### config.mk
export PLATFORM = sky130hd
export DESIGN_NAME = imudr_mac
export DESIGN_NICKNAME = d
export VERILOG_FILES = /design/src/hw/rtl/imudr_pkg.sv /design/src/hw/rtl/imudr_mac.sv
export SDC_FILE = /design/constraint.sdc
export NUM_CORES = 2
export LEC_CHECK = 0
export BUFFER_PORTS_ARGS = -buffer_cell sky130_fd_sc_hd__clkbuf_2
export CORE_MARGIN = 5
export CORE_UTILIZATION = 25
export CTS_CLUSTER_SIZE = 12
export DETAILED_ROUTE_END_ITERATION = 8
export GPL_TIMING_DRIVEN = 0
export HOLD_SLACK_MARGIN = 0.02
export PLACE_DENSITY = 0.42
export SYNTH_ARGS = -nofsm -noshare
export SYNTH_HDL_FRONTEND = slang
export SYNTH_SLANG_ARGS = --single-unit
### constraint.sdc
create_clock -name i_clk -period 10.8 [get_ports i_clk]
set_input_delay 0.54 -clock i_clk [delete_from_list [all_inputs] [get_ports i_clk]]
set_output_delay 0.54 -clock i_clk [all_outputs]
set_load 0.05 [all_outputs]
### src/hw/rtl/imudr_pkg.sv
// ----------------------------------------------------------------------------
// IMU dead-reckoning integrator package
// Shared types, codes, fixed-point constants and the rounding helper.
// ----------------------------------------------------------------------------
package imudr_pkg;

    // Multiplier operand and accumulator
    typedef logic signed [33:0] t_opnd;
    typedef logic signed [67:0] t_acc;

    // Item kinds
    localparam logic [1:0] KIND_START  = 2'd0;
    localparam logic [1:0] KIND_SAMPLE = 2'd1;
    localparam logic [1:0] KIND_FINISH = 2'd2;

    // Fixed-point constants; DT_DIFF_MAX is the largest gap whose scaled dt fits 32 bits
    localparam logic signed [33:0] ONE_Q30     = 34'sd1073741824;
    localparam logic signed [23:0] GRAV_RESET  = 24'sd642690;
    localparam logic signed [33:0] DT_SCALE    = 34'sd4295;
    localparam logic [47:0]        DT_DIFF_MAX = 48'd999992;
    localparam int unsigned        SD_STEPS    = 32;

    // Sequencer states
    typedef enum logic [1:0] {
        ST_IDLE,
        ST_MAC,
        ST_ROOT,
        ST_DIV
    } t_state;

    // Multiply-accumulate operations of one sample, in issue order
    typedef enum logic [4:0] {
        OP_DT,
        OP_H0, OP_H1, OP_H2,
        OP_SS,
        OP_Q0, OP_Q1, OP_Q2, OP_Q3,
        OP_R0, OP_R1, OP_R2, OP_R3, OP_R4, OP_R5, OP_R6, OP_R7, OP_R8,
        OP_A0, OP_A1, OP_A2,
        OP_V0, OP_V1, OP_V2,
        OP_P0, OP_D0, OP_P1, OP_D1, OP_P2, OP_D2
    } t_op;

    // Root / divide unit mode
    typedef enum logic {
        SD_SQRT,
        SD_DIV
    } t_sd_mode;

    typedef struct packed {
        logic     start;
        t_sd_mode mode;
    } t_sd_req;

    // MAC control travels with its product
    typedef struct packed {
        logic en;
        logic clr;
        logic sub;
    } t_mac_ctl;

    // Round v / 2^s to nearest, ties away from zero
    function automatic t_acc f_rshr(input t_acc v, input int unsigned s);
        logic [67:0] mag;
        mag = v[67] ? 68'(-v) : 68'(v);
        mag = (mag + (68'd1 << (s - 1))) >> s;
        return v[67] ? t_acc'(-mag) : t_acc'(mag);
    endfunction

endpackage

### src/hw/rtl/imudr_mac.sv
// ----------------------------------------------------------------------------
// Shared multiply-accumulate unit
// Registered 34x34 signed product, then add or subtract into a 68-bit sum.
// ----------------------------------------------------------------------------
module imudr_mac (
    input  logic               i_clk,
    input  logic               i_rst_n,
    input  imudr_pkg::t_mac_ctl i_ctl,
    input  imudr_pkg::t_opnd   i_a,
    input  imudr_pkg::t_opnd   i_b,
    output imudr_pkg::t_acc    o_acc
);
    import imudr_pkg::*;

    t_mac_ctl r_ctl;
    t_acc     r_prod;
    t_acc     r_acc;

    // Delay control alongside the product
    always_ff @(posedge i_clk) begin
        if (!i_rst_n) begin
            r_ctl <= '0;
        end else begin
            r_ctl <= i_ctl;
        end
    end

    // Multiply, then accumulate
    always_ff @(posedge i_clk) begin
        r_prod <= i_a * i_b;
        if (r_ctl.en) begin
            r_acc <= (r_ctl.clr ? t_acc'(0) : r_acc) + (r_ctl.sub ? -r_prod : r_prod);
        end
    end

    assign o_acc = r_acc;

endmodule

==> qor.txt <==
Clock Latency Late Sink -> 0.47 ns
CTS root buf -> clkbuf_16
Worst path slowest cell -> clkdlybuf4s15_1
First-pass GRT wire length -> 305,000 um
Synth Instances -> 5,426
Kind of critical path -> in -> reg
Io pins -> 141
CP required -> 11.12 ns
Post-CTS resize count -> 0
Final wirelength -> 212,000 um
Iter 0 DRT Violations -> 2,921
Max cap viols -> 3
Final hold vios -> 0
Hold_buf cts -> 0
Peak Freq -> 97.0 MHz
Hold Crit Depth -> 2
Die area -> 0.211 mm2
Worst Setup End Kind -> flip-flop
Worst-margin pin slew -> 1.57 ns
DP HPWL -> 178,000 um
Vias in the first global route -> 41,063
CP peak stage delay -> 0.85 ns
Max clock buf depth -> 2
Average size of a mapped cell -> 9.30 um2
Die X -> 459 um
CP Launch Type -> primary input
CP arrival -> 10.63 ns
Gp weighted congestion -> 0.983
Post-Route Skew -> 0.0158 ns
Postcts setup bufs -> 0
Failing checks -> max-capacitance violations, max-slew violations
Layout net count -> 7,167
CTS H-Tree Depth -> 4
Total core area -> 0.201 mm2
Hold Crit Class -> in -> reg
GRT Total Usage -> 0.202
ANT nets after route -> 0
Worst R2R Path Depth -> 21
Via count -> 37,875
Syn_nets -> 7,013
Area Overhead vs Synth -> 9.49%
Max Slew Vio Count -> 38
Worst slew margin -> -0.0474
Async SR Flop Fraction -> 0
Finished Core Util -> 0.274
Seq cells post-synth -> 139
Clock buffer count from CTS -> 17
Top-area cell type share of the netlist area -> 0.493
CTS tree -> built
Sink Count -> 139
Fin crit share -> 0.954
Initial Util -> 0.250
Leading area contributor after synthesis -> fa_1
Final min period -> 10.31 ns
Mapped Area -> 0.0505 mm2
Fill count -> 21,864
Row cnt -> 165
Worst-path fanout max -> 10
YS warnings -> 0
Port bufs -> 132
Drt first pass iters -> 5
Die Y-Extent -> 459 um
Routed wire per std cell -> 25.5 um
Largest net degree at the start of global routing -> 53
Final setup violation count -> 0
Clk pin slew, worst setup/hold paths -> 0.07 ns
Share of cells above drive strength 1 -> 0.0354
Commonest cells in the netlist -> fa_1 (1,242), inv_1 (1,223), and2_1 (624), nand2_1 (611), ha_1 (272)
Top cells by area, synth -> fa_1 (49%), inv_1 (9.1%), and2_1 (7.7%)
Synth cell types -> 65
RSZ-0062 raised after global routing -> false
Outcome -> complete, but fails checks
Most common flop cell mapped by yosys -> dfxtp_1
Sequential-to-total area share from yosys stat -> 0.0686
Number of synthesized flops with an enable pin -> 68
Routed vias/inst -> 4.57
Initial antenna violation count -> 42
Most numerous cell in the Yosys netlist -> fa_1
DR DRC count -> 0
Grt ovf -> 0
## sequential cells by signal, summed over array words and instances, names as in the netlist
name / cells
o_acc: 68
r_ctl: 3
r_prod: 68
## critical path, delay by kind of cell
kind	cells	cell delay, ns
fa+ha+maj	9	4.63
compound gates	8	2.84
buf+inv	10	2.19
simple gates	2	0.25
xor+xnor	1	0.14
## cells in the final DEF, fill, tap and decap left out, types with 14 or more instances in the layout
cell	synthesis	layout
a21o_1	88	88
xor2_1	37	37
o21a_1	14	14
clkbuf_16	0	17
nand2b_1	24	24
and2_1	624	624
nand4_1	23	23
edfxtp_1	68	68
o21ai_0	97	97
nand2_1	611	611
diode_2	0	29
xnor2_1	168	168
inv_1	1223	1223
a21oi_1	140	140
o21bai_1	27	27
nor2_1	109	109
nor3_1	18	18
fa_1	1242	1241
o31ai_1	29	29
dfxtp_1	71	70
clkbuf_2	0	133
ha_1	272	271
or3_1	15	15
nand3_1	28	28
nor2b_1	79	79
a31oi_1	19	19
clkbuf_1	255	253
## layer usage
metal  wire, um  global-route usage  vias up  share of wire
li1           -                   -    16434              -
met1      92600               0.279    19764           0.44
met2      94200               0.319     1404           0.45
met3      16500              0.0346      263          0.078
met4       8180              0.0690       10          0.039
met5         62                   0        -        0.00029
## per-stage QoR
stage | hold slack, ns | setup TNS (ns) | setup WS, ns | instance area (um2) | cells
2_1_floorplan | 0.598 | 0 | 2.84 | 50500 | 5426
3_3_place_gp | 0.690 | -0.166 | -0.166 | 54500 | 8230
3_5_place_dp | 0.643 | -0.186 | -0.186 | 54500 | 8233
4_1_cts | 0.248 | 0 | 0.319 | 55200 | 8265
5_1_grt | 0.269 | 0 | 0.0804 | 55200 | 8270
6_report | 0.284 | 0 | 0.494 | 55200 | 8294
## layout make-up
class	instances	area, um2	area share
clock buffer	17	425	0.00770
clock inverter	15	194	0.00351
buffer	258	986	0.0178
sequential	139	3470	0.0628
multi-input combinational	3806	41400	0.750
timing repair buffer	135	728	0.0132
tap	2672	3340	0.0605
inverter	1223	4590	0.0831
antenna	29	72.6	0.00131
## worst paths after layout
kind / start / to / slack (ns)
hold reg to reg: r_ctl[2] / o_acc[55] / 0.65
setup reg to reg: r_prod[3] / o_acc[67] / 4.11
setup / recovery: i_b[5] / r_prod[67] / 0.49
hold / removal: i_ctl[1] / r_ctl[1] / 0.28
## logic make-up after synthesis
kind of cell	synth area share
compound gates	0.0634
xor+xnor	0.0356
fa+ha+maj	0.560
buf+inv	0.110
flops	0.0686
mux	0.000198
simple gates	0.162
Power is not shown: default switching activity piles up to over one toggle a cycle in this logic, so the estimate is an artifact.
