### config.mk
export PLATFORM = sky130hd
export DESIGN_NAME = imudr_sqdiv
export DESIGN_NICKNAME = d
export VERILOG_FILES = /design/src/hw/rtl/imudr_pkg.sv /design/src/hw/rtl/imudr_sqdiv.sv
export SDC_FILE = /design/constraint.sdc
export NUM_CORES = 1
export LEC_CHECK = 0
export ABC_AREA = 0
export CORE_ASPECT_RATIO = 0.5
export CORE_MARGIN = 2
export CORE_UTILIZATION = 31
export DETAILED_ROUTE_END_ITERATION = 10
export DONT_BUFFER_PORTS = 1
export PLACE_DENSITY = 0.53
export REMOVE_ABC_BUFFERS = 1
export SETUP_SLACK_MARGIN = 0.1
export SLEW_MARGIN = 10
export SYNTH_ARGS = -nofsm -noshare
export SYNTH_HDL_FRONTEND = slang
export SYNTH_SLANG_ARGS = --single-unit
### constraint.sdc
create_clock -name i_clk -period 4.4 [get_ports i_clk]
set_input_delay 0.66 -clock i_clk [delete_from_list [all_inputs] [get_ports i_clk]]
set_output_delay 0.66 -clock i_clk [all_outputs]
set_load 0.1 [all_outputs]
### src/hw/rtl/imudr_pkg.sv
// ----------------------------------------------------------------------------
// IMU dead-reckoning integrator package
// Shared types, codes, fixed-point constants and the rounding helper.
// ----------------------------------------------------------------------------
package imudr_pkg;

    // Multiplier operand and accumulator
    typedef logic signed [33:0] t_opnd;
    typedef logic signed [67:0] t_acc;

    // Item kinds
    localparam logic [1:0] KIND_START  = 2'd0;
    localparam logic [1:0] KIND_SAMPLE = 2'd1;
    localparam logic [1:0] KIND_FINISH = 2'd2;

    // Fixed-point constants; DT_DIFF_MAX is the largest gap whose scaled dt fits 32 bits
    localparam logic signed [33:0] ONE_Q30     = 34'sd1073741824;
    localparam logic signed [23:0] GRAV_RESET  = 24'sd642690;
    localparam logic signed [33:0] DT_SCALE    = 34'sd4295;
    localparam logic [47:0]        DT_DIFF_MAX = 48'd999992;
    localparam int unsigned        SD_STEPS    = 32;

    // Sequencer states
    typedef enum logic [1:0] {
        ST_IDLE,
        ST_MAC,
        ST_ROOT,
        ST_DIV
    } t_state;

    // Multiply-accumulate operations of one sample, in issue order
    typedef enum logic [4:0] {
        OP_DT,
        OP_H0, OP_H1, OP_H2,
        OP_SS,
        OP_Q0, OP_Q1, OP_Q2, OP_Q3,
        OP_R0, OP_R1, OP_R2, OP_R3, OP_R4, OP_R5, OP_R6, OP_R7, OP_R8,
        OP_A0, OP_A1, OP_A2,
        OP_V0, OP_V1, OP_V2,
        OP_P0, OP_D0, OP_P1, OP_D1, OP_P2, OP_D2
    } t_op;

    // Root / divide unit mode
    typedef enum logic {
        SD_SQRT,
        SD_DIV
    } t_sd_mode;

    typedef struct packed {
        logic     start;
        t_sd_mode mode;
    } t_sd_req;

    // MAC control travels with its product
    typedef struct packed {
        logic en;
        logic clr;
        logic sub;
    } t_mac_ctl;

    // Round v / 2^s to nearest, ties away from zero
    function automatic t_acc f_rshr(input t_acc v, input int unsigned s);
        logic [67:0] mag;
        mag = v[67] ? 68'(-v) : 68'(v);
        mag = (mag + (68'd1 << (s - 1))) >> s;
        return v[67] ? t_acc'(-mag) : t_acc'(mag);
    endfunction

endpackage

### src/hw/rtl/imudr_sqdiv.sv
// ----------------------------------------------------------------------------
// Iterative root / divide unit
// Shared compare-subtract: integer square root of 64 bits or a 64/32 divide
// with a 32-bit quotient, one result bit per cycle.
// ----------------------------------------------------------------------------
module imudr_sqdiv (
    input  logic              i_clk,
    input  logic              i_rst_n,
    input  imudr_pkg::t_sd_req i_req,
    input  logic [63:0]       i_num,
    input  logic [31:0]       i_den,
    output logic              o_busy,
    output logic              o_done,
    output logic [31:0]       o_res
);
    import imudr_pkg::*;

    logic        r_busy;
    logic        r_done;
    logic [4:0]  r_cnt;
    t_sd_mode    r_mode;
    logic [33:0] r_rem;
    logic [63:0] r_src;
    logic [31:0] r_root;
    logic [31:0] r_den;

    logic [35:0] sh;
    logic [35:0] trial;
    logic [35:0] diff;
    logic        ge;

    // Bring down the next digit and try the subtract
    always_comb begin
        if (r_mode == SD_SQRT) begin
            sh    = {r_rem, r_src[63:62]};
            trial = {2'b00, r_root, 2'b01};
        end else begin
            sh    = {1'b0, r_rem, r_src[63]};
            trial = {4'b0000, r_den};
        end
        ge   = (sh >= trial);
        diff = sh - trial;
    end

    // Step control
    always_ff @(posedge i_clk) begin
        if (!i_rst_n) begin
            r_busy <= 1'b0;
            r_done <= 1'b0;
            r_cnt  <= '0;
        end else begin
            r_done <= 1'b0;
            if (i_req.start) begin
                r_busy <= 1'b1;
                r_cnt  <= '0;
            end else if (r_busy) begin
                r_cnt <= r_cnt + 5'd1;
                if (r_cnt == 5'(SD_STEPS - 1)) begin
                    r_busy <= 1'b0;
                    r_done <= 1'b1;
                end
            end
        end
    end

    // Load operands, then shift one result bit per step
    always_ff @(posedge i_clk) begin
        if (i_req.start) begin
            r_mode <= i_req.mode;
            r_root <= '0;
            r_den  <= i_den;
            if (i_req.mode == SD_SQRT) begin
                r_rem <= '0;
                r_src <= i_num;
            end else begin
                r_rem <= {2'b00, i_num[63:32]};
                r_src <= {i_num[31:0], 32'd0};
            end
        end else if (r_busy) begin
            r_rem  <= ge ? diff[33:0] : sh[33:0];
            r_root <= {r_root[30:0], ge};
            r_src  <= (r_mode == SD_SQRT) ? {r_src[61:0], 2'b00} : {r_src[62:0], 1'b0};
        end
    end

    assign o_busy = r_busy;
    assign o_done = r_done;
    assign o_res  = r_root;

endmodule

==> metrics.txt, run 1 <==
status=complete, no violations; final worst-path cycle share=0.915; CTS H-tree depth=4; post-synthesis sequential area ratio=0.464; slowest CP cell=o41a_1; Cells after Synth=959; Post-Synth XOR/XNOR Area=0.0267; Pwr Density=585 nW/µm²; Synth Area in Compound Gates=0.160; Worst setup EP type=register; slew at the pin closest to its max-slew limit=0.991 ns; multiplexer share of the synthesized area=0.169; CTS tree=built; # DRC=0; grt met2 use=0.263; CP top delay family=compound AO/OA/AOI/OAI gates; row count=46; Setup-failing EPs final=0; most frequent CP cell=buf_12; Post-Synth Adder-Cell Area=0.0463; Yosys cell types=62; Worst Path Buf+Inv=2; clk sink count=170; FILL cells=3171; IO buf count=0; Final Hold Viols=0; Worst slew margin=0.339; largest net degree at the start of global routing=186; Main synth FF type=edfxtp_1; via count=7404; Tmin final=4.02 ns; Worst Path Class, Setup=reg2reg; vias in the first global route=7466; max-cap violations=0; met1 GRT Util=0.209; initial antenna violation count=4; CP max FO=49; setup bufs post-CTS=0; Total Nets Final=1097; Critical Path Start Type=register; largest family of logic cells by synthesized area=multiplexers; Leak=4.39 nW; Async SR Flop Fraction=0; placed insts=1373; worst r2r dst=r_rem[33]$_SDFFCE_PP0P_; CP required=4.58 ns; critical path depth=13; die area=34300 µm²; Post-DP HPWL=19.5 mm; diode count=0; Peak VDD IR=0.000306 V; critical path capture point=r_rem[33]$_SDFFCE_PP0P_; Hold WC Path Type=in2reg; CP Cell Sequence=buf_12, buf_12, mux2_2, ha_1, a21oi_1, nand2_1, o21a_1, o41a_1, a221o_1, a41oi_1, o22ai_1, mux2i_1, o211ai_1; non-filler cells, final=1405; Synth Cell Area=10200 µm²; FMAX=0.248 GHz; Top Usage Layer GRT=met2; WL/cell=19.5 µm; Final Wtd Congestion=0.852; Post-synth EDFFs=131; Max clock buf depth=2; grt total ovfl=0; clk_skew=0.00833 ns; ANT nets after route=0; R2R Path Start=r_mode$_DFFE_PP_; Worst R2R Path Depth=13; die width=260 µm; P&R area growth vs syn=12.4%; #FFs+latches synth=170; Synthesis Warnings=0; share of layout cells above drive strength 1=0.124; pre-CTS setup slack=0.386 ns; critical path's largest stage delay=0.45 ns; RSZ-0062 raised after global routing=no; IO Pins=134; CTS buffer count=17; simple-gate share of the synthesized area=0.103; routed vias/inst=5.27; reg2reg setup slack=0.38 ns; core area=31900 µm²; first-pass GRT wire length=42.7 mm; WP data arrival=4.20 ns; CP Launch Point=r_mode$_DFFE_PP_; clock root buffer=clkbuf_16; DRT iter0 DRCs=613; Mean Syn Cell Area=10.6 µm²; Initial Util=0.318; M3 GR Usage=0.0319; Slew Viols, Final=0; hold slack=0.316 ns; Setup WS post-layout=0.376 ns; Worst-Skew Late Latency=0.43 ns; Routed WL=27.4 mm; Total GRT Usage=0.159; die height=132 µm; DRT Pass-1 Iters=5; Clock Pin Slew Worst Setup and Hold Paths=0.07 ns
-- report_power, final --
group | switching [W] | internal, W | total, W
Sequential | 0.000127 | 0.00208 | 0.00221
Clock | 0.000672 | 0.000840 | 0.00151
Combinational | 0.00168 | 0.00128 | 0.00295
-- cell families after synthesis --
| logic type | Yosys count |
|---|---|
| flip-flops | 170 |
| XOR/XNOR | 31 |
| AO/OA/AOI/OAI | 253 |
| AND/OR/NAND/NOR | 222 |
| multiplexers | 167 |
| adder cells (fa/ha/maj) | 37 |
| buffers and inverters | 79 |
-- worst min path at each step --
stage                           from                      to  slack (ns)  cells past startpoint
2_1_floorplan  r_cnt[4]$_SDFFE_PP0P_   r_cnt[4]$_SDFFE_PP0P_        0.47                      2
3_3_place_gp   r_cnt[4]$_SDFFE_PP0P_   r_cnt[4]$_SDFFE_PP0P_        0.48                      2
3_5_place_dp   r_cnt[4]$_SDFFE_PP0P_   r_cnt[4]$_SDFFE_PP0P_        0.50                      2
4_1_cts                     i_req[1]  o_res[18]$_SDFFE_PP0P_        0.29                      1
5_1_grt                    i_den[10]     r_den[10]$_DFFE_PP_        0.29                      0
6_report                    i_den[9]      r_den[9]$_DFFE_PP_        0.32                      0
-- metal layers --
metal	wire (µm)	vias to the layer above
met3	909	31
met4	497	4
met1	12800	3675
met5	30	-
met2	13100	111
li1	-	3583
-- final cells by class --
class                   instances  area [µm²]  area share
flip-flops and latches        170        4720       0.413
clock inverters                14         148      0.0129
clock buffers                  18         429      0.0376
repair buffers                 48         385      0.0338
well taps                     432         541      0.0474
inverters                      13        48.8     0.00428
multi-input cells             710        5140       0.451
-- state kept, by name, summed over array words and instances (netlist names) --
register / count
r_den: 32
r_mode: 1
o_busy: 1
r_rem: 34
o_done: 1
r_src: 64
o_res: 32
r_cnt: 5
-- what timing repair did --
item | 4_1_cts | 5_1_grt
endpoints found under the setup margin | 0 | 2
hold buffers | 0 | 0
resized for setup | 0 | 1
-- metrics by stage --
| step | util | power (W) | cell area [µm²] | setup TNS (ns) |
|---|---|---|---|---|
| 4_1_cts | 0.357 | 0.00669 | 11400 | 0 |
| 2_1_floorplan | - | 0.00450 | 9890 | -120.76 |
| 3_3_place_gp | 0.339 | 0.00511 | 10800 | 0 |
| 3_5_place_dp | 0.339 | 0.00516 | 10800 | 0 |
| 6_report | 0.357 | 0.00668 | 11400 | 0 |
| 5_1_grt | 0.357 | 0.00715 | 11400 | 0 |
-- synthesized netlist by cell type (all sizes together) (4+ instances only) --
| master | count | area [µm²] |
|---|---|---|
| a211oi | 35 | 263 |
| a21boi | 4 | 30.0 |
| a21o | 11 | 82.6 |
| a21oi | 65 | 325 |
| a22o | 14 | 123 |
| and2 | 5 | 31.3 |
| and3 | 5 | 31.3 |
| buf | 23 | 101 |
| clkbuf | 43 | 161 |
| dfxtp | 39 | 781 |
| edfxtp | 131 | 3930 |
| ha | 36 | 450 |
| inv | 12 | 45.0 |
| mux2 | 32 | 360 |
| mux2i | 135 | 1350 |
| nand2 | 83 | 312 |
| nand2b | 10 | 62.6 |
| nand3 | 13 | 65.1 |
| nand4 | 9 | 62.6 |
| nor2 | 52 | 195 |
| nor2b | 34 | 213 |
| nor3 | 4 | 20.0 |
| o211ai | 5 | 42.5 |
| o21a | 7 | 52.6 |
| o21ai | 77 | 385 |
| o21bai | 5 | 37.5 |
| o31a | 4 | 35.0 |
| xnor2 | 15 | 131 |
| xor2 | 16 | 140 |
-- cells in the final DEF (no fill, tap or decap), types with 3 or more instances in the layout --
cell       count
a22o_1        14
buf_4         46
mux2_2        32
nor2_1        51
nand2_1       83
inv_1         12
edfxtp_1     131
a21oi_1       65
a21boi_0       4
a21o_1        11
o31a_1         4
o21a_1         7
clkbuf_16     17
nand3_1       13
a221oi_1       3
nor3_1         4
o211ai_1       4
xnor2_1       15
mux2i_1      135
nand2b_1      10
and2_1         4
clkinv_4       4
dfxtp_1       38
inv_6          3
nand4_1        8
xor2_1        16
and3_1         5
nor2b_1       34
o21ai_0       75
ha_1          36
a211oi_1      35
o21bai_1       5
(Power assumes the default switching activity.)
==> inputs of run 2 (changes only) <==
==> constraint.sdc (replaced) <==
create_clock -name i_clk -period 4.4 [get_ports i_clk]
set_input_delay 1.32 -clock i_clk [delete_from_list [all_inputs] [get_ports i_clk]]
set_output_delay 1.32 -clock i_clk [all_outputs]
set_load 0.1 [all_outputs]
==> run 2 against run 1 <==
Against the previous run: combinational power fell by 2%; sequential cell count is the same; final area barely moved; setup slack got worse by 0.047 ns; critical endpoint unchanged; final cell count fell by 0.21%; highest routed layer unchanged; via count fell by 1.6%; non-clock buffer count decreased by 3; fmax fell by 1.2%; sequential share of layout area about the same; wire length decreased by 2.1%; total power rose by 0.13%.
==> metrics.txt, run 2 (same netlist as run 1, synthesis figures left out) <==
status=complete, no violations; grt total ovfl=0 (unchanged); CTS H-tree depth=4 (unchanged); first-pass GRT wire length=41.7 mm (-2.2%); DRT Pass-1 Iters=5 (unchanged); clk_skew=0.00905 ns (+0.000722 ns); top register by number of flip-flops=r_src; WP data arrival=4.25 ns (+0.05 ns); worst r2r dst=r_rem[33]$_SDFFCE_PP0P_; post-CTS resize count=0 (unchanged); placed insts=1370 (-0.22%); via count=7287 (-1.6%); Worst Path Buf+Inv=2 (unchanged); reg2reg setup slack=0.33 ns (-0.05 ns); critical path capture point=r_rem[33]$_SDFFCE_PP0P_; hold_buf cts=0 (unchanged); Pwr Density=585 nW/µm² (about the same); Post-DP HPWL=19.3 mm (-1.4%); met1 GRT Util=0.208 (-0.00187); max-cap violations=0 (unchanged); WL/cell=19.1 µm (-1.9%); Setup WS post-layout=0.328 ns (-0.0473 ns); most common cell after layout, fill and taps aside=mux2i_1; slowest CP cell=o41a_1; FF/Latch Area=4720 µm² (unchanged); ANT nets after route=0 (unchanged); IO Pins=134 (unchanged); # DRC=0 (unchanged); Final Hold Viols=0 (unchanged); most frequent CP cell=buf_12; largest net degree at the start of global routing=186 (unchanged); CP Launch Point=r_mode$_DFFE_PP_; Worst slew margin=0.345 (+0.00569); Worst Path Class, Setup=reg2reg; Critical Path Start Type=register; Peak VDD IR=0.000321 V (+5.0%); highest-count cells in the layout ignoring fill and taps=135 x mux2i_1, 131 x edfxtp_1, 83 x nand2_1; non-filler cells, final=1402 (-0.21%); Setup-failing EPs final=0 (unchanged); CP required=4.57 ns (about the same); Overall Power=0.00668 W (+0.13%); DRT iter0 DRCs=745 (+22%); CP top delay family=compound AO/OA/AOI/OAI gates; Top Usage Layer GRT=met2; Total GRT Usage=0.155 (-0.00382); row count=46 (unchanged); final worst-path cycle share=0.925 (+0.0108); die height=132 µm (unchanged); Worst R2R Path Depth=13 (unchanged); slew at the pin closest to its max-slew limit=0.983 ns (-0.00854 ns); Worst setup EP type=register; max reg flops=64 (unchanged); core area=31900 µm² (unchanged); pre-CTS setup slack=0.353 ns (-0.0332 ns); initial antenna violation count=2 (-2); IO buf count=0 (unchanged); Largest regs=r_src x64, r_rem x34; clk sink count=170 (unchanged); R2R Path Start=r_mode$_DFFE_PP_; P&R area growth vs syn=12.5% (about the same); Multi-input gate area=5130 µm² (-0.12%); Tmin final=4.07 ns (+0.0473 ns); Initial Util=0.318 (unchanged); diode count=0 (unchanged); Leak=4.39 nW (about the same); Hold WC Path Type=reg2reg; FILL cells=3149 (-0.69%); vias in the first global route=7212 (-3.4%); fin util=0.357 (about the same); critical path's largest stage delay=0.44 ns (about the same); Final Wtd Congestion=0.827 (-2.9%); Routed WL=26.8 mm (-2.1%); CP max FO=52 (+6.1%); Slew Viols, Final=0 (unchanged); M3 GR Usage=0.0340 (+0.00211); setup bufs post-CTS=0 (unchanged); die area=34300 µm² (unchanged); critical path depth=13 (unchanged); CTS buffer count=17 (unchanged); Clock Pin Slew Worst Setup and Hold Paths=0.07 ns (about the same); routed vias/inst=5.20 (-1.4%); RSZ-0062 raised after global routing=no; CP Cell Sequence=buf_12, buf_12, mux2_2, ha_1, a21oi_1, nand2_1, o21a_1, o41a_1, a221o_1, a41oi_1, o22ai_1, mux2i_1, o211ai_1; hold slack=0.506 ns (+0.190 ns); grt met2 use=0.255 (-0.00842); Total Nets Final=1094 (-0.27%); Max clock buf depth=2 (unchanged); FMAX=0.246 GHz (-1.2%); die width=260 µm (unchanged); clock root buffer=clkbuf_16; Worst-Skew Late Latency=0.43 ns (about the same); CTS tree=built; share of layout cells above drive strength 1=0.121 (-0.00374)
[run 2: worst min path at each step]
| stage | startpoint | to | cells after the start |
|---|---|---|---|
| after floorplan | r_cnt[4]$_SDFFE_PP0P_ | r_cnt[4]$_SDFFE_PP0P_ | 2 |
| after global placement | r_cnt[4]$_SDFFE_PP0P_ | r_cnt[4]$_SDFFE_PP0P_ | 2 |
| after detailed placement | r_cnt[4]$_SDFFE_PP0P_ | r_cnt[4]$_SDFFE_PP0P_ | 2 |
| after CTS | r_cnt[4]$_SDFFE_PP0P_ | r_cnt[4]$_SDFFE_PP0P_ | 2 |
| after global routing | r_cnt[4]$_SDFFE_PP0P_ | r_cnt[4]$_SDFFE_PP0P_ | 2 |
| final | r_cnt[4]$_SDFFE_PP0P_ | r_cnt[4]$_SDFFE_PP0P_ | 2 |
[run 2: report_power, final]
part / switching (W) / internal, W / total (W)
clock: 0.000654 / 0.000900 / 0.00155
combinational: 0.00163 / 0.00127 / 0.00290
sequential: 0.000145 / 0.00208 / 0.00223
total: 0.00243 / 0.00426 / 0.00668
[run 2: worst register-to-register path, cell delays in order (launching register included)]
cell      delay (ns)
edfxtp_1        0.41
buf_12          0.31
buf_12          0.28
mux2_2          0.39
ha_1            0.37
a21oi_1         0.20
nand2_1         0.07
o21a_1          0.19
o41a_1          0.44
a221o_1         0.37
a41oi_1         0.35
o22ai_1         0.16
mux2i_1         0.18
o211ai_1        0.10
[run 2: cell type report]
type,instances,area share
inverter,13,0.00427
multi-input combinational,710,0.450
sequential,170,0.413
tap,432,0.0473
clock buffer,19,0.0379
timing repair buffer,45,0.0329
clock inverter,13,0.0147
[run 2: layer usage]
| metal | part of all wire | up-vias |
|---|---|---|
| li1 | - | 3576 |
| met4 | 0.013 | 4 |
| met1 | 0.47 | 3570 |
| met3 | 0.037 | 24 |
| met2 | 0.48 | 113 |
| met5 | 0.0011 | - |
[run 2: per-stage QoR]
step	instance area, µm²	setup TNS [ns]
finish	11400	0
global route	11400	0
CTS	11400	0
detailed placement	10800	0
global placement	10800	0
floorplan	9890	-120.76
==> inputs of run 3 (changes only) <==
RECOVER_POWER = 100   (was not set)
==> run 3 against run 2 <==
Against the previous run: the flow now finishes with violations (capacitance limit, slew limit); hold slack about the same; first-iteration DRC count up 1.6%; register-to-register slack about the same; count of clock-buffer cells in the layout unchanged; critical endpoint unchanged; wire length up 0.20%; die area unchanged; largest power group unchanged; clock power about the same; fmax down 0.20%; global-route usage unchanged; sequential cell count unchanged; sequential power about the same.
==> metrics.txt, run 3 (same netlist as run 1, synthesis figures left out) <==
status=finished with violations; failing checks=capacitance limit, slew limit; CP max FO=52 (unchanged); largest net degree at the start of global routing=186 (unchanged); CP required=4.57 ns (about the same); Initial Util=0.318 (unchanged); share of layout cells above drive strength 1=0.0825 (-0.0381); FILL cells=3170 (+0.67%); DRT iter0 DRCs=757 (+1.6%); Post-DP HPWL=19.3 mm (unchanged); setup bufs post-CTS=0 (unchanged); DRT Pass-1 Iters=5 (unchanged); Worst Path Class, Setup=reg2reg; slew at the pin closest to its max-slew limit=3.21 ns (+2.23 ns); Slew Viols, Final=122 (+122); placed inst area=10800 µm² (unchanged); top register by number of flip-flops=r_src; CTS buffer count=17 (unchanged); Pwr Density=591 nW/µm² (+1.0%); clk_skew=0.0100 ns (+0.000994 ns); Total Nets Final=1094 (unchanged); Total GRT Usage=0.155 (unchanged); die height=132 µm (unchanged); die area=34300 µm² (unchanged); CTS H-tree depth=4 (unchanged); Final Hold Viols=0 (unchanged); # DRC=0 (unchanged); Final Wtd Congestion=0.827 (unchanged); P&R area growth vs syn=11.2%; die width=260 µm (unchanged); fin area=11300 µm² (-1.1%); row count=46 (unchanged); Worst-Skew Late Latency=0.43 ns (about the same); Max clock buf depth=2 (unchanged); Critical Path Start Type=register; Worst setup EP type=register; post-CTS resize count=0 (unchanged); combinational power share=0.434 (about the same); Overall Power=0.00668 W (-0.14%); Psw=0.00243 W (-0.15%); Setup WS post-layout=0.320 ns (-0.00835 ns); first-pass GRT wire length=41.7 mm (unchanged); final worst-path cycle share=0.927 (+0.00190); Leak=4.25 nW (-3.1%); ANT nets after route=0 (unchanged); core area=31900 µm² (unchanged); Tmin final=4.08 ns (+0.00835 ns); Worst slew margin=-1.14 (-1.48); Setup-failing EPs final=0 (unchanged); vias in the first global route=7212 (unchanged); IO Pins=134 (unchanged); Hold WC Path Type=reg2reg; highest-count cells in the layout ignoring fill and taps=135 x mux2i_1, 131 x edfxtp_1, 83 x nand2_1; Seq pwr share=0.334 (about the same); Routed WL=26.8 mm (+0.20%); max reg flops=64 (unchanged); clk sink count=170 (unchanged); Multi-input gate area=5120 µm² (-0.19%); initial antenna violation count=2 (unchanged); fin util=0.353 (-0.00407); most common cell after layout, fill and taps aside=mux2i_1; Clk network pwr share=0.233 (about the same); WL/cell=19.1 µm (+0.20%); IO buf count=0 (unchanged); grt total ovfl=0 (unchanged); diode count=0 (unchanged); via count=7338 (+0.70%); Clock Pin Slew Worst Setup and Hold Paths=0.07 ns (about the same); CTS tree=built; routed vias/inst=5.23 (+0.70%); hold_buf cts=0 (unchanged); FF/Latch Area=4720 µm² (unchanged); FMAX=0.245 GHz (-0.20%); Largest regs=r_src x64, r_rem x34; RSZ-0062 raised after global routing=no; max-cap violations=3 (+3); pre-CTS setup slack=0.353 ns (unchanged); Peak VDD IR=0.000323 V (+0.40%); Internal=0.00425 W (-0.13%); clock root buffer=clkbuf_16; switching part of the total=0.363 (about the same); WP data arrival=4.25 ns (about the same)
## run 3: cell count changes in the layout (fill, tap and decap cells not counted), sizes merged
cell and delta:
buf -32, clkbuf +32
## run 3: power by group through the flow
| stage | combinational [W] | clock, W | sequential, W |
|---|---|---|---|
| 2_1_floorplan | 0.00226 | 0 | 0.00225 |
| 3_3_place_gp | 0.00286 | 0 | 0.00225 |
| 3_5_place_dp | 0.00288 | 0 | 0.00225 |
| 4_1_cts | 0.00290 | 0.00158 | 0.00222 |
| 5_1_grt | 0.00324 | 0.00165 | 0.00225 |
| 6_report | 0.00290 | 0.00155 | 0.00223 |
## run 3: worst max-delay path, stage by stage, from the launching register on
cell      delay, ns
edfxtp_1       0.40
buf_12         0.31
buf_12         0.24
mux2_1         0.38
ha_1           0.38
a21oi_1        0.20
nand2_1        0.07
o21a_1         0.19
o41a_1         0.44
a221o_1        0.37
a41oi_1        0.34
o22ai_1        0.15
mux2i_1        0.17
o211ai_1       0.10
## run 3: final cells by class
class / instances / share of cell area
multi-input cells: 710 / 0.454
flip-flops and latches: 170 / 0.418
well taps: 432 / 0.0479
clock buffers: 19 / 0.0384
repair buffers: 45 / 0.0226
clock inverters: 13 / 0.0149
inverters: 13 / 0.00432
## run 3: final timing paths
path                                            start                      end  slack [ns]  cells past startpoint
worst max-delay path                 r_mode$_DFFE_PP_  r_rem[33]$_SDFFCE_PP0P_        0.32                     13
worst min register to register  r_cnt[4]$_SDFFE_PP0P_    r_cnt[4]$_SDFFE_PP0P_        0.51                      2
worst max register to register       r_mode$_DFFE_PP_  r_rem[33]$_SDFFCE_PP0P_        0.32                     13
worst min-delay path            r_cnt[4]$_SDFFE_PP0P_    r_cnt[4]$_SDFFE_PP0P_        0.51                      2
## run 3: through the flow
| stage | setup TNS, ns | cells | hold slack [ns] |
|---|---|---|---|
| finish | 0 | 1402 | 0.506 |
| global route | 0 | 1402 | 0.539 |
| CTS | 0 | 1402 | 0.509 |
| detailed placement | 0 | 1370 | 0.493 |
| global placement | 0 | 1370 | 0.486 |
| floorplan | -120.76 | 893 | 0.467 |
## run 3: routing by layer
layer,routed length [µm],vias up,track usage
met5,30,-,0
met4,379,4,0.0358
met3,1060,30,0.0340
met2,12800,136,0.255
met1,12500,3587,0.208
li1,-,3581,-
